--- src/rtl/core/stkw_pkg.sv ---
package stkw_pkg;

    localparam int POS_BITS     = 32;
    localparam int OUT_POS_BITS = 32;
    localparam int FIFO_DEPTH   = 4;
    localparam int FIFO_AW      = $clog2(FIFO_DEPTH);
    localparam int FIFO_CW      = $clog2(FIFO_DEPTH + 1);

    typedef logic [POS_BITS-1:0]     t_pos;
    typedef logic [OUT_POS_BITS-1:0] t_out_pos;
    typedef logic [3:0]              t_kind;
    typedef logic [2:0]              t_len;
    typedef logic [FIFO_AW-1:0]      t_fptr;
    typedef logic [FIFO_CW-1:0]      t_fcnt;

    typedef enum logic [2:0] {
        MODE_NONE  = 3'd0,
        MODE_PLUS  = 3'd1,
        MODE_BANG  = 3'd2,
        MODE_NUM   = 3'd3,
        MODE_IDENT = 3'd4
    } t_mode;

    localparam t_kind K_EOF       = 4'd0;
    localparam t_kind K_NL        = 4'd1;
    localparam t_kind K_LBRACE    = 4'd2;
    localparam t_kind K_RBRACE    = 4'd3;
    localparam t_kind K_LPAR      = 4'd4;
    localparam t_kind K_RPAR      = 4'd5;
    localparam t_kind K_COLON     = 4'd6;
    localparam t_kind K_PLUS      = 4'd7;
    localparam t_kind K_PLUSPLUS  = 4'd8;
    localparam t_kind K_NEQ       = 4'd9;
    localparam t_kind K_EQ        = 4'd10;
    localparam t_kind K_NUM       = 4'd11;
    localparam t_kind K_IDENT     = 4'd12;
    localparam t_kind K_CLASS     = 4'd13;
    localparam t_kind K_VAL       = 4'd14;
    localparam t_kind K_ERR       = 4'd15;

    localparam logic [7:0] CH_NL     = 8'h0A;
    localparam logic [7:0] CH_SPACE  = 8'h20;
    localparam logic [7:0] CH_BANG   = 8'h21;
    localparam logic [7:0] CH_LPAR   = 8'h28;
    localparam logic [7:0] CH_RPAR   = 8'h29;
    localparam logic [7:0] CH_PLUS   = 8'h2B;
    localparam logic [7:0] CH_COLON  = 8'h3A;
    localparam logic [7:0] CH_EQ     = 8'h3D;
    localparam logic [7:0] CH_UNDER  = 8'h5F;
    localparam logic [7:0] CH_LBRACE = 8'h7B;
    localparam logic [7:0] CH_RBRACE = 8'h7D;

    localparam t_len CLASS_LEN = 3'd5;
    localparam t_len VAL_LEN   = 3'd3;
    localparam t_len LEN_MAX   = 3'd7;

    typedef struct packed {
        t_kind    kind;
        t_out_pos start_pos;
        t_out_pos end_pos;
        logic     last;
    } t_token;

    function automatic logic is_space(logic [7:0] c);
        return (c >= 8'h09 && c <= 8'h0D) || c == CH_SPACE;
    endfunction

    function automatic logic is_digit(logic [7:0] c);
        return c >= 8'h30 && c <= 8'h39;
    endfunction

    function automatic logic is_ident_start(logic [7:0] c);
        logic [7:0] l;
        l = c | 8'h20;
        return (l >= 8'h61 && l <= 8'h7A) || c == CH_UNDER;
    endfunction

    function automatic logic is_single(logic [7:0] c);
        return c == CH_NL || c == CH_LBRACE || c == CH_RBRACE || c == CH_LPAR
            || c == CH_RPAR || c == CH_COLON || c == CH_EQ;
    endfunction

    function automatic t_kind single_kind(logic [7:0] c);
        t_kind k;
        case (c)
            CH_NL:     k = K_NL;
            CH_LBRACE: k = K_LBRACE;
            CH_RBRACE: k = K_RBRACE;
            CH_LPAR:   k = K_LPAR;
            CH_RPAR:   k = K_RPAR;
            CH_COLON:  k = K_COLON;
            CH_EQ:     k = K_EQ;
            default:   k = K_ERR;
        endcase
        return k;
    endfunction

    // keyword letters by index
    function automatic logic [7:0] class_char(t_len idx);
        logic [7:0] ch;
        case (idx)
            3'd0:    ch = 8'h63;
            3'd1:    ch = 8'h6C;
            3'd2:    ch = 8'h61;
            3'd3:    ch = 8'h73;
            3'd4:    ch = 8'h73;
            default: ch = 8'h00;
        endcase
        return ch;
    endfunction

    function automatic logic [7:0] val_char(t_len idx);
        logic [7:0] ch;
        case (idx)
            3'd0:    ch = 8'h76;
            3'd1:    ch = 8'h61;
            3'd2:    ch = 8'h6C;
            default: ch = 8'h00;
        endcase
        return ch;
    endfunction

    function automatic t_out_pos out_pos(t_pos p);
        logic [63:0] wide;
        wide = 64'(p);
        return wide[OUT_POS_BITS-1:0];
    endfunction

    function automatic t_token mk_tok(t_kind k, t_pos s, t_pos e);
        t_token t;
        t.kind      = k;
        t.start_pos = out_pos(s);
        t.end_pos   = out_pos(e);
        t.last      = 1'b0;
        return t;
    endfunction

    function automatic t_kind ident_kind(logic class_ok, logic val_ok, t_len len);
        t_kind k;
        if (class_ok && len == CLASS_LEN) begin
            k = K_CLASS;
        end else if (val_ok && len == VAL_LEN) begin
            k = K_VAL;
        end else begin
            k = K_IDENT;
        end
        return k;
    endfunction

endpackage

--- src/rtl/core/source_tokenizer_with_keywords.sv ---
// flow: an accepted request is held in the input stage and is written to the token queue when it
//   is consumed; the queue head drives the output
// throughput: one source byte per cycle while the token queue holds at most two tokens; a byte
//   that yields two tokens leaves through the single output port draining the four-entry token queue
// reset: synchronous active low; clears the lexer state, the input stage and the queue
module source_tokenizer_with_keywords (
    input  logic        i_clk,
    input  logic        i_rst_n,
    input  logic        s_axis_tvalid,
    output logic        s_axis_tready,
    input  logic [7:0]  s_axis_tdata,   // char_byte
    input  logic        s_axis_tuser,   // command
    output logic        m_axis_tvalid,
    input  logic        m_axis_tready,
    output logic [63:0] m_axis_tdata,   // start_pos, end_pos
    output logic [3:0]  m_axis_tuser,   // token_kind
    output logic        m_axis_tlast    // last_of_run
);

    logic       r_in_valid;
    logic       r_in_cmd;
    logic [7:0] r_in_char;

    stkw_pkg::t_mode r_mode, n_mode;
    stkw_pkg::t_pos  r_start, n_start;
    stkw_pkg::t_pos  r_pos, n_pos;
    logic            r_class_ok, n_class_ok;
    logic            r_val_ok, n_val_ok;
    stkw_pkg::t_len  r_len, n_len;
    logic            r_halted, n_halted;

    stkw_pkg::t_token r_fifo [stkw_pkg::FIFO_DEPTH];
    stkw_pkg::t_fptr  r_wr, r_rd;
    stkw_pkg::t_fcnt  r_count;

    logic             w_consume;
    logic             w_pop;
    logic             w_fresh;
    logic             w_space, w_digit, w_body, w_start_ch, w_single;
    stkw_pkg::t_pos   w_pos1;
    stkw_pkg::t_token w_res0, w_res1;
    logic [1:0]       w_nres;
    logic [1:0]       w_push;

    assign w_consume = r_in_valid && (r_count <= stkw_pkg::t_fcnt'(stkw_pkg::FIFO_DEPTH - 2));
    assign s_axis_tready = !r_in_valid || w_consume;
    assign w_pop = m_axis_tvalid && m_axis_tready;
    assign w_push = w_consume ? w_nres : 2'd0;

    assign w_space    = stkw_pkg::is_space(r_in_char);
    assign w_digit    = stkw_pkg::is_digit(r_in_char);
    assign w_body     = stkw_pkg::is_ident_start(r_in_char) || w_digit;
    assign w_single   = stkw_pkg::is_single(r_in_char);
    assign w_start_ch = r_in_char == stkw_pkg::CH_PLUS || r_in_char == stkw_pkg::CH_BANG
                     || w_body;
    assign w_pos1     = r_pos + stkw_pkg::t_pos'(1);

    // byte handled as fresh input after any pending token closes
    always_comb begin
        w_fresh = 1'b0;
        if (!r_halted && !r_in_cmd) begin
            case (r_mode)
                stkw_pkg::MODE_PLUS:  w_fresh = r_in_char != stkw_pkg::CH_PLUS;
                stkw_pkg::MODE_BANG:  w_fresh = 1'b0;
                stkw_pkg::MODE_NUM:   w_fresh = w_space;
                stkw_pkg::MODE_IDENT: w_fresh = !w_body;
                default:              w_fresh = 1'b1;
            endcase
        end
    end

    // next lexer state
    always_comb begin
        n_mode     = r_mode;
        n_start    = r_start;
        n_pos      = r_pos;
        n_class_ok = r_class_ok;
        n_val_ok   = r_val_ok;
        n_len      = r_len;
        n_halted   = r_halted;
        if (!r_halted) begin
            if (r_in_cmd) begin
                if (r_mode == stkw_pkg::MODE_BANG || r_mode == stkw_pkg::MODE_NUM) begin
                    n_halted = 1'b1;
                end else begin
                    n_mode     = stkw_pkg::MODE_NONE;
                    n_start    = '0;
                    n_pos      = '0;
                    n_class_ok = 1'b0;
                    n_val_ok   = 1'b0;
                    n_len      = '0;
                end
            end else begin
                case (r_mode)
                    stkw_pkg::MODE_PLUS: begin
                        n_mode = stkw_pkg::MODE_NONE;
                        if (r_in_char == stkw_pkg::CH_PLUS) begin
                            n_pos = w_pos1;
                        end
                    end
                    stkw_pkg::MODE_BANG: begin
                        n_mode = stkw_pkg::MODE_NONE;
                        if (r_in_char == stkw_pkg::CH_EQ) begin
                            n_pos = w_pos1;
                        end else begin
                            n_halted = 1'b1;
                        end
                    end
                    stkw_pkg::MODE_NUM: begin
                        if (w_digit) begin
                            n_pos = w_pos1;
                        end else begin
                            n_mode = stkw_pkg::MODE_NONE;
                            if (!w_space) begin
                                n_halted = 1'b1;
                            end
                        end
                    end
                    stkw_pkg::MODE_IDENT: begin
                        if (w_body) begin
                            n_class_ok = r_class_ok && r_len < stkw_pkg::CLASS_LEN
                                      && r_in_char == stkw_pkg::class_char(r_len);
                            n_val_ok   = r_val_ok && r_len < stkw_pkg::VAL_LEN
                                      && r_in_char == stkw_pkg::val_char(r_len);
                            n_len      = (r_len == stkw_pkg::LEN_MAX) ? r_len : r_len + 3'd1;
                            n_pos      = w_pos1;
                        end else begin
                            n_mode = stkw_pkg::MODE_NONE;
                        end
                    end
                    default: begin
                        n_mode = stkw_pkg::MODE_NONE;
                    end
                endcase
                if (w_fresh) begin
                    if (w_single || w_space) begin
                        n_pos = w_pos1;
                    end else if (w_start_ch) begin
                        n_start = r_pos;
                        n_pos   = w_pos1;
                        if (r_in_char == stkw_pkg::CH_PLUS) begin
                            n_mode = stkw_pkg::MODE_PLUS;
                        end else if (r_in_char == stkw_pkg::CH_BANG) begin
                            n_mode = stkw_pkg::MODE_BANG;
                        end else if (w_digit) begin
                            n_mode = stkw_pkg::MODE_NUM;
                        end else begin
                            n_mode     = stkw_pkg::MODE_IDENT;
                            n_class_ok = r_in_char == stkw_pkg::class_char(3'd0);
                            n_val_ok   = r_in_char == stkw_pkg::val_char(3'd0);
                            n_len      = 3'd1;
                        end
                    end else begin
                        n_halted = 1'b1;
                    end
                end
            end
        end
    end

    // tokens produced by this request
    always_comb begin
        stkw_pkg::t_token fresh_tok;
        logic             fresh_hit;
        w_res0    = stkw_pkg::mk_tok(stkw_pkg::K_EOF, r_pos, r_pos);
        w_res1    = stkw_pkg::mk_tok(stkw_pkg::K_EOF, r_pos, r_pos);
        w_nres    = 2'd0;
        fresh_tok = stkw_pkg::mk_tok(stkw_pkg::K_ERR, r_pos, w_pos1);
        fresh_hit = 1'b0;
        if (!r_halted) begin
            if (r_in_cmd) begin
                if (r_mode == stkw_pkg::MODE_BANG || r_mode == stkw_pkg::MODE_NUM) begin
                    w_res0 = stkw_pkg::mk_tok(stkw_pkg::K_ERR, r_start, r_pos);
                    w_nres = 2'd1;
                end else if (r_mode == stkw_pkg::MODE_PLUS) begin
                    w_res0 = stkw_pkg::mk_tok(stkw_pkg::K_PLUS, r_start, r_pos);
                    w_nres = 2'd2;
                end else if (r_mode == stkw_pkg::MODE_IDENT) begin
                    w_res0 = stkw_pkg::mk_tok(stkw_pkg::ident_kind(r_class_ok, r_val_ok, r_len),
                                              r_start, r_pos);
                    w_nres = 2'd2;
                end else begin
                    w_nres = 2'd1;
                end
            end else begin
                case (r_mode)
                    stkw_pkg::MODE_PLUS: begin
                        w_nres = 2'd1;
                        if (r_in_char == stkw_pkg::CH_PLUS) begin
                            w_res0 = stkw_pkg::mk_tok(stkw_pkg::K_PLUSPLUS, r_start, w_pos1);
                        end else begin
                            w_res0 = stkw_pkg::mk_tok(stkw_pkg::K_PLUS, r_start, r_pos);
                        end
                    end
                    stkw_pkg::MODE_BANG: begin
                        w_nres = 2'd1;
                        if (r_in_char == stkw_pkg::CH_EQ) begin
                            w_res0 = stkw_pkg::mk_tok(stkw_pkg::K_NEQ, r_start, w_pos1);
                        end else begin
                            w_res0 = stkw_pkg::mk_tok(stkw_pkg::K_ERR, r_start, r_pos);
                        end
                    end
                    stkw_pkg::MODE_NUM: begin
                        if (!w_digit) begin
                            w_nres = 2'd1;
                            w_res0 = stkw_pkg::mk_tok(w_space ? stkw_pkg::K_NUM : stkw_pkg::K_ERR,
                                                      r_start, r_pos);
                        end
                    end
                    stkw_pkg::MODE_IDENT: begin
                        if (!w_body) begin
                            w_nres = 2'd1;
                            w_res0 = stkw_pkg::mk_tok(
                                stkw_pkg::ident_kind(r_class_ok, r_val_ok, r_len), r_start, r_pos);
                        end
                    end
                    default: begin
                        w_nres = 2'd0;
                    end
                endcase
                if (w_fresh) begin
                    if (w_single) begin
                        fresh_tok = stkw_pkg::mk_tok(stkw_pkg::single_kind(r_in_char),
                                                     r_pos, w_pos1);
                        fresh_hit = 1'b1;
                    end else if (!w_space && !w_start_ch) begin
                        fresh_hit = 1'b1;
                    end
                end
                if (fresh_hit) begin
                    if (w_nres == 2'd0) begin
                        w_res0 = fresh_tok;
                        w_nres = 2'd1;
                    end else begin
                        w_res1 = fresh_tok;
                        w_nres = 2'd2;
                    end
                end
            end
        end
        if (w_nres == 2'd1) begin
            w_res0.last = 1'b1;
        end
        if (w_nres == 2'd2) begin
            w_res1.last = 1'b1;
        end
    end

    always_ff @(posedge i_clk) begin
        if (!i_rst_n) begin
            r_in_valid <= 1'b0;
            r_mode     <= stkw_pkg::MODE_NONE;
            r_start    <= '0;
            r_pos      <= '0;
            r_class_ok <= 1'b0;
            r_val_ok   <= 1'b0;
            r_len      <= '0;
            r_halted   <= 1'b0;
            r_wr       <= '0;
            r_rd       <= '0;
            r_count    <= '0;
        end else begin
            if (s_axis_tvalid && s_axis_tready) begin
                r_in_valid <= 1'b1;
            end else if (w_consume) begin
                r_in_valid <= 1'b0;
            end
            if (w_consume) begin
                r_mode     <= n_mode;
                r_start    <= n_start;
                r_pos      <= n_pos;
                r_class_ok <= n_class_ok;
                r_val_ok   <= n_val_ok;
                r_len      <= n_len;
                r_halted   <= n_halted;
            end
            r_wr    <= r_wr + stkw_pkg::t_fptr'(w_push);
            r_rd    <= r_rd + stkw_pkg::t_fptr'(w_pop);
            r_count <= r_count + stkw_pkg::t_fcnt'(w_push) - stkw_pkg::t_fcnt'(w_pop);
        end
    end

    always_ff @(posedge i_clk) begin
        if (s_axis_tvalid && s_axis_tready) begin
            r_in_cmd  <= s_axis_tuser;
            r_in_char <= s_axis_tdata;
        end
    end

    // token queue
    always_ff @(posedge i_clk) begin
        if (w_push != 2'd0) begin
            r_fifo[r_wr] <= w_res0;
        end
        if (w_push == 2'd2) begin
            r_fifo[r_wr + stkw_pkg::t_fptr'(1)] <= w_res1;
        end
    end

    assign m_axis_tvalid = r_count != '0;
    assign m_axis_tdata  = {r_fifo[r_rd].end_pos, r_fifo[r_rd].start_pos};
    assign m_axis_tuser  = r_fifo[r_rd].kind;
    assign m_axis_tlast  = r_fifo[r_rd].last;

    a_count_bound: assert property (@(posedge i_clk) disable iff (!i_rst_n)
        r_count <= stkw_pkg::t_fcnt'(stkw_pkg::FIFO_DEPTH))
        else $error("token queue overflow");

    a_room_on_consume: assert property (@(posedge i_clk) disable iff (!i_rst_n)
        w_consume |-> (r_count + stkw_pkg::t_fcnt'(w_push) - stkw_pkg::t_fcnt'(w_pop))
            <= stkw_pkg::t_fcnt'(stkw_pkg::FIFO_DEPTH))
        else $error("request consumed without queue room");

    a_halt_sticks: assert property (@(posedge i_clk) disable iff (!i_rst_n)
        r_halted |=> r_halted)
        else $error("halt cleared without reset");

    a_halt_silent: assert property (@(posedge i_clk) disable iff (!i_rst_n)
        r_halted |-> w_push == 2'd0)
        else $error("token pushed while halted");

    a_eof_restart: assert property (@(posedge i_clk) disable iff (!i_rst_n)
        (w_consume && !r_halted && r_in_cmd && r_mode != stkw_pkg::MODE_BANG
            && r_mode != stkw_pkg::MODE_NUM) |=> (r_pos == '0 && r_mode == stkw_pkg::MODE_NONE))
        else $error("end of source did not restart position");

    a_ident_len: assert property (@(posedge i_clk) disable iff (!i_rst_n)
        r_mode == stkw_pkg::MODE_IDENT |-> r_len != '0)
        else $error("open identifier with zero length");

endmodule

--- config.mk ---
export PLATFORM = sky130hd
export DESIGN_NAME = source_tokenizer_with_keywords
export DESIGN_NICKNAME = d
export VERILOG_FILES = /design/src/rtl/core/stkw_pkg.sv /design/src/rtl/core/source_tokenizer_with_keywords.sv
export SDC_FILE = /design/constraint.sdc
export NUM_CORES = 1
export LEC_CHECK = 0
export BUFFER_PORTS_ARGS = -buffer_cell sky130_fd_sc_hd__buf_2
export CAP_MARGIN = 20
export CORE_MARGIN = 8
export CORE_UTILIZATION = 63
export CTS_CLUSTER_SIZE = 25
export DETAILED_ROUTE_END_ITERATION = 10
export PLACE_DENSITY = 0.83
export SYNTH_ARGS = -nofsm -noshare
export SYNTH_HDL_FRONTEND = slang
export SYNTH_SLANG_ARGS = --single-unit
--- constraint.sdc ---
create_clock -name i_clk -period 7.2 [get_ports i_clk]
set_clock_uncertainty 0.15 [all_clocks]
set_input_delay 0 -clock i_clk [delete_from_list [all_inputs] [get_ports i_clk]]
set_output_delay 0 -clock i_clk [all_outputs]
set_load 0.02 [all_outputs]
Word-level counts from Yosys, hierarchy flattened
Memory sizes are Yosys's and may differ from the RTL's. A register that Yosys moved wholly into a read port is not among the register bits.
Cells that the tools add are included.

word-level totals
  register bits = 90
  bits in writable memories = 276
  output and inout port bits = 71
  logic and storage cells = 232
  memories kept = 1

memories
  name    depth  bits a word  read ports  clocked after Yosys merged registers in  wr ports  RTL line                              RTL
  r_fifo  4      69           1           1                                        2         source_tokenizer_with_keywords.sv:32  stkw_pkg::t_token r_fifo [stkw_pkg::FIFO_DEPTH];

operators by class
  add/sub/neg operators = 7
  $lt $le $gt $ge = 9
  equal/unequal tests = 31
  multiplexer cells = 125
  bitwise logic cells = 1
  reduce and logical (&&, ||, !) cells = 45

operators with widths
  operator                 number
  $mux W69                 16
  $mux W32                 13
  $pmux W69 S4             1
  $pmux W32 S4             1
  $mux W68                 1
  $mux W8                  8
  $mux W3                  21
  $eq A8 B6 Y1 const B     7
  $mux W1                  44
  $eq A8 B7 Y1 const B     5
  $add A32 B1 Y32 const B  1
  $pmux W4 S7              1
  $pmux W7 S4              1
  $mux W2                  13
  $pmux W7 S3              1
  $eq A8 B8 Y1             2
  $logic_and A1 B1 Y1      14
  $logic_or A1 B1 Y1       14
  $eq A3 B2 Y1 const B     4
  $eq A3 B3 Y1 const B     4
  $eq A8 B4 Y1 const B     1
  $ge A8 B4 Y1 const B     1
  $ge A8 B6 Y1 const B     1
  $ge A8 B7 Y1 const B     1
  other kinds (30)         42

Logic depth before layout (Yosys ltp)
  depth after elaboration = 19
  gate-level depth with buffers = 18
  mapped depth without buffers = 15

Least setup slack after synthesis
No wires, ideal clock.

  kind = register to register
  from = register r_in_char[7]
  to = memory r_fifo[1][0] (netlist bit) (enable)
  setup time = 0.496 ns
  arrival = 5.837 ns
  slack = 0.716 ns
  stages on the path, launching flop included = 14
  path buffers = 2
  period minus slack after synthesis = 6.484 ns
  cells stage by stage = edfxtp_1 > buf_2 > nor4b_2 > and2_1 > a311oi_1 > o31ai_4 > buf_2 > nor2_1 > ha_1 > a22o_1 > nand3_1 > inv_1 > o22ai_1 > nor2_1

RTL lines
  element                 RTL line                               RTL
  from (decl)             source_tokenizer_with_keywords.sv:22   logic [7:0] r_in_char;
  from (signal assigned)  source_tokenizer_with_keywords.sv:286  r_in_char <= s_axis_tdata;
  to (decl)               source_tokenizer_with_keywords.sv:32

==> results.md <==
| Parameter | This run | Unit |
|---|---|---|
| CP max-delay cell | o31ai_4 | - |
| HP Start | s_axis_tdata[5] | - |
| Reported max-cap violation count | 0 | - |
| Switching power as a share of total power | 0.303 | - |
| Final worst-path cycle share | 0.788 | - |
| Vias in the first global route | 16400 | - |
| Post-Synthesis Cells | 1906 | - |
| Ratio of cells with drive above 1 in the final layout | 0.201 | - |
| Standard cell core area | 32500 | um^2 |
| Kind of end point of the critical path | flop | - |
| Number of DRC violations after detailed-routing iteration 0 | 2295 | - |
| Area growth from synthesis to layout | 9.86 | % |
| DR DRC count | 0 | - |
| Post-detailed-route wirelength per cell | 26.4 | um |
| Relative slew margins | 0.214 | - |
| Hold violation count in the final report | 0 | - |
| Data required time at the worst endpoint | 7.31 | ns |
| Type of the worst min-delay path | input port to flop | - |
| Most common library cell in the layout ignoring fill and taps | edfxtp_1 | - |
| Clock tree from TritonCTS | yes | - |
| EDFF count, synth | 285 | - |
| TritonCTS Buffers | 39 | - |
| Number of buffers inserted to repair setup after CTS | 0 | - |
| Sum of negative setup slack | 0 | ns |
| Final-report setup violation count | 0 | - |
| Fmax | 0.176 | GHz |
| Actual transition at the worst max-transition pin | 1.18 | ns |
| Master cell of the clock root buffer | clkbuf_16 | - |
| Combinational share of power | 0.214 | - |
| Crit Path Category | flop to flop | - |
| Post-synthesis instance area | 20800 | um^2 |
| Number of gates resized after cts | 0 | - |
| Clock edge transition at the registers on the reported setup and hold paths | 0.06 | ns |
| Internal cell power | 0.00394 | W |
| Clock Latency Late Sink | 0.56 | ns |
| Detailed-route wire length | 63000 | um |
| Die height | 198 | um |
| HPWL after detailed placement | 40600 | um |
| CTS HTree Levels | 2 | - |
| Number of clock sinks seen by CTS | 366 | - |
| Fill cell instance count of the final layout | 2304 | - |
| RSZ-0062 raised after global routing | no | - |
| Total via count in the routed design | 16800 | - |
| Ys Warns | 0 | - |
| Min Hold Slack | 0.0293 | ns |
| Most prevalent standard cell on the critical path | nor2_1 | - |
| Global-route wire length before repair | 96400 | um |
| Max FO, Critical Path | 18 | - |
| Via density per instance | 7.05 | - |
| Number of top-level design ports | 84 | - |
| Result of the run | finished, final reports clean | - |
| Count of final max-slew check failures | 0 | - |
| Number of inserted diodes | 0 | - |
| Pwr Density | 247 | nW/um^2 |
| Library cells used by synthesis | 86 | - |
| Net switching power | 0.00171 | W |
| Die Wd | 198 | um |
| Post-synth ARST share | 0 | - |
| Shortest period the worst path allows | 5.67 | ns |
| Setup slack after placement | 1.66 | ns |
| Post-synthesis sequential element count | 366 | - |
| Global route overflow | 0 | - |
| Synth Area per Inst | 10.9 | um^2 |
| First drt pass iteration count | 8 | - |
| Maximum buffer depth of the clock tree | 3 | - |
| Routability Congestion | 1.01 | - |
| Hold-fix buffer count after cts | 14 | - |
| Initial antenna violation count | 0 | - |
| Row count | 66 | - |
| Ordered cell list for the critical path | nor4b_2 > and2_1 > a311oi_1 > o31ai_4 > nor2_1 > ha_1 > a22o_1 > nor3_1 > nand2_1 > a22oi_1 > nor2_1 > xor2_1 | - |
| Leakage | 7.66 | nW |
| CP Launch Point | r_in_char[2] | - |
| Setup WS post-layout | 1.53 | ns |
| Post-Synthesis Net Count | 1931 | - |
| Starting density of the core | 0.640 | - |
| Overall Global Routing Usage | 0.316 | - |
| Reg power frac | 0.439 | - |
| Startpoint Class | flop | - |
| Highest-count cells in the layout ignoring fill and taps | 285 x edfxtp_1, 174 x nand2_1, 142 x o21ai_0, 128 x nor2_1, 103 x a21oi_1 | - |
| Delay contributed by the slowest stage of the critical path | 0.77 | ns |
| Synth Flop Type | edfxtp_1 | - |
| Count of input and output buffers | 83 | - |
| Clock network fraction of design power | 0.347 | - |
| DRT antenna net count | 0 | - |
| Largest net degree at the start of global routing | 71 | - |
| Final #Nets | 1941 | - |
| Max IR drop VDD | 0.220 | mV |
| Die Outline Area | 39100 | um^2 |
| Startpoint of the worst register-to-register path | r_in_char[2] | - |
| Data arrival, critical path | 5.78 | ns |
| Part of the Yosys area used for sequential elements | 0.489 | - |
-- synth_stat cells (5+ instances only) --
cell type,instances,area share
edfxtp_1,285,0.41
nand2_1,175,0.032
o21ai_0,142,0.034
nor2_1,132,0.024
clkbuf_1,117,0.021
a21oi_1,104,0.025
mux2_2,91,0.049
dfxtp_1,81,0.078
mux4_2,69,0.075
mux2i_1,63,0.030
nor3_1,51,0.012
xnor2_1,50,0.021
nand3_1,38,0.0091
nand4_1,35,0.011
buf_2,33,0.0079
a21boi_0,31,0.011
inv_1,23,0.0041
a31oi_1,22,0.0066
and2_1,21,0.0063
or3_1,18,0.0054
a211oi_1,17,0.0061
a21o_1,17,0.0061
o211ai_1,17,0.0061
xor2_1,17,0.0071
nor2b_1,15,0.0045
and3_1,14,0.0042
o31ai_1,14,0.0050
buf_1,13,0.0023
nor4_1,13,0.0039
a22oi_1,12,0.0043
ha_1,11,0.0066
or2_2,11,0.0033
o22ai_1,9,0.0027
a22o_1,7,0.0029
a41oi_1,7,0.0029
nand2b_1,7,0.0021
nor3b_1,7,0.0025
a211oi_2,6,0.0036
o221ai_1,6,0.0025
a221o_1,5,0.0024
a32oi_1,5,0.0021
o311ai_0,5,0.0021
-- flip-flops by register name (all words and copies together) (netlist names) --
signal,flops
r_pos,32
r_wr,2
r_val_ok,1
r_halted,1
r_mode,3
r_count,3
r_rd,2
r_start,32
r_len,3
r_in_char,8
r_in_cmd,1
r_class_ok,1
r_fifo,276
r_in_valid,1
-- logic make-up (layout without fill, tap and decap cells) --
logic type                 after synthesis  in the layout  share of synthesized area
AOI/OAI and AO/OA                      481            481                      0.152
xor gates and xnor gates                67             67                     0.0282
adders and majority gates               12             12                    0.00757
buffers and inverters                  191            232                     0.0367
DFF                                    366            366                      0.489
muxes                                  223            223                      0.154
and+or+nand+nor                        566            566                      0.133
-- worst max-delay path: cells and delay by family (launching register included) --
| family | cells | cell delay (ns) |
|---|---|---|
| flip-flops | 1 | 0.65 |
| XOR/XNOR | 1 | 0.17 |
| adder cells (fa/ha/maj) | 1 | 0.36 |
| AO/OA/AOI/OAI | 4 | 2.07 |
| AND/OR/NAND/NOR | 6 | 1.98 |
-- layer usage --
metal	part of all wire	vias to the layer above	track usage
li1	-	7297	-
met1	0.38	8187	0.429
met2	0.46	1160	0.506
met3	0.12	202	0.0591
met4	0.036	0	0.113
met5	0	-	0
-- power by group through the flow --
stage	registers, W	logic, W	clock network, W
3_3_place_gp	0.00252	0.00119	0
3_5_place_dp	0.00253	0.00120	0
2_1_floorplan	0.00242	0.000906	0
6_report	0.00248	0.00121	0.00196
5_1_grt	0.00249	0.00128	0.00204
4_1_cts	0.00248	0.00121	0.00197
-- cell type report --
type                       count  area [um^2]  share of cell area
clock buffer                  49         1020              0.0447
clock inverter                23          213             0.00929
inverter                      26         97.6             0.00426
multi-input combinational   1349         9990               0.436
sequential                   366        10200               0.445
tap                          442          553              0.0242
timing repair buffer         134          831              0.0363
-- worst paths after layout --
kind,end,slack [ns],depth (start not counted)
setup / recovery,r_fifo[3][26],1.53,12
hold / removal,r_in_char[5],0.03,2
setup reg to reg,r_fifo[3][26],1.53,12
hold reg to reg,r_start[7],0.32,2
-- per-stage QoR --
stage,util,power (W),std cells,area [um^2]
after floorplan,-,0.00333,1906,20800
after global placement,0.661,0.00371,2301,21500
after detailed placement,0.661,0.00372,2302,21500
after CTS,0.703,0.00566,2388,22900
after global routing,0.704,0.00581,2389,22900
final,0.704,0.00565,2389,22900
(Power assumes the default switching activity.)
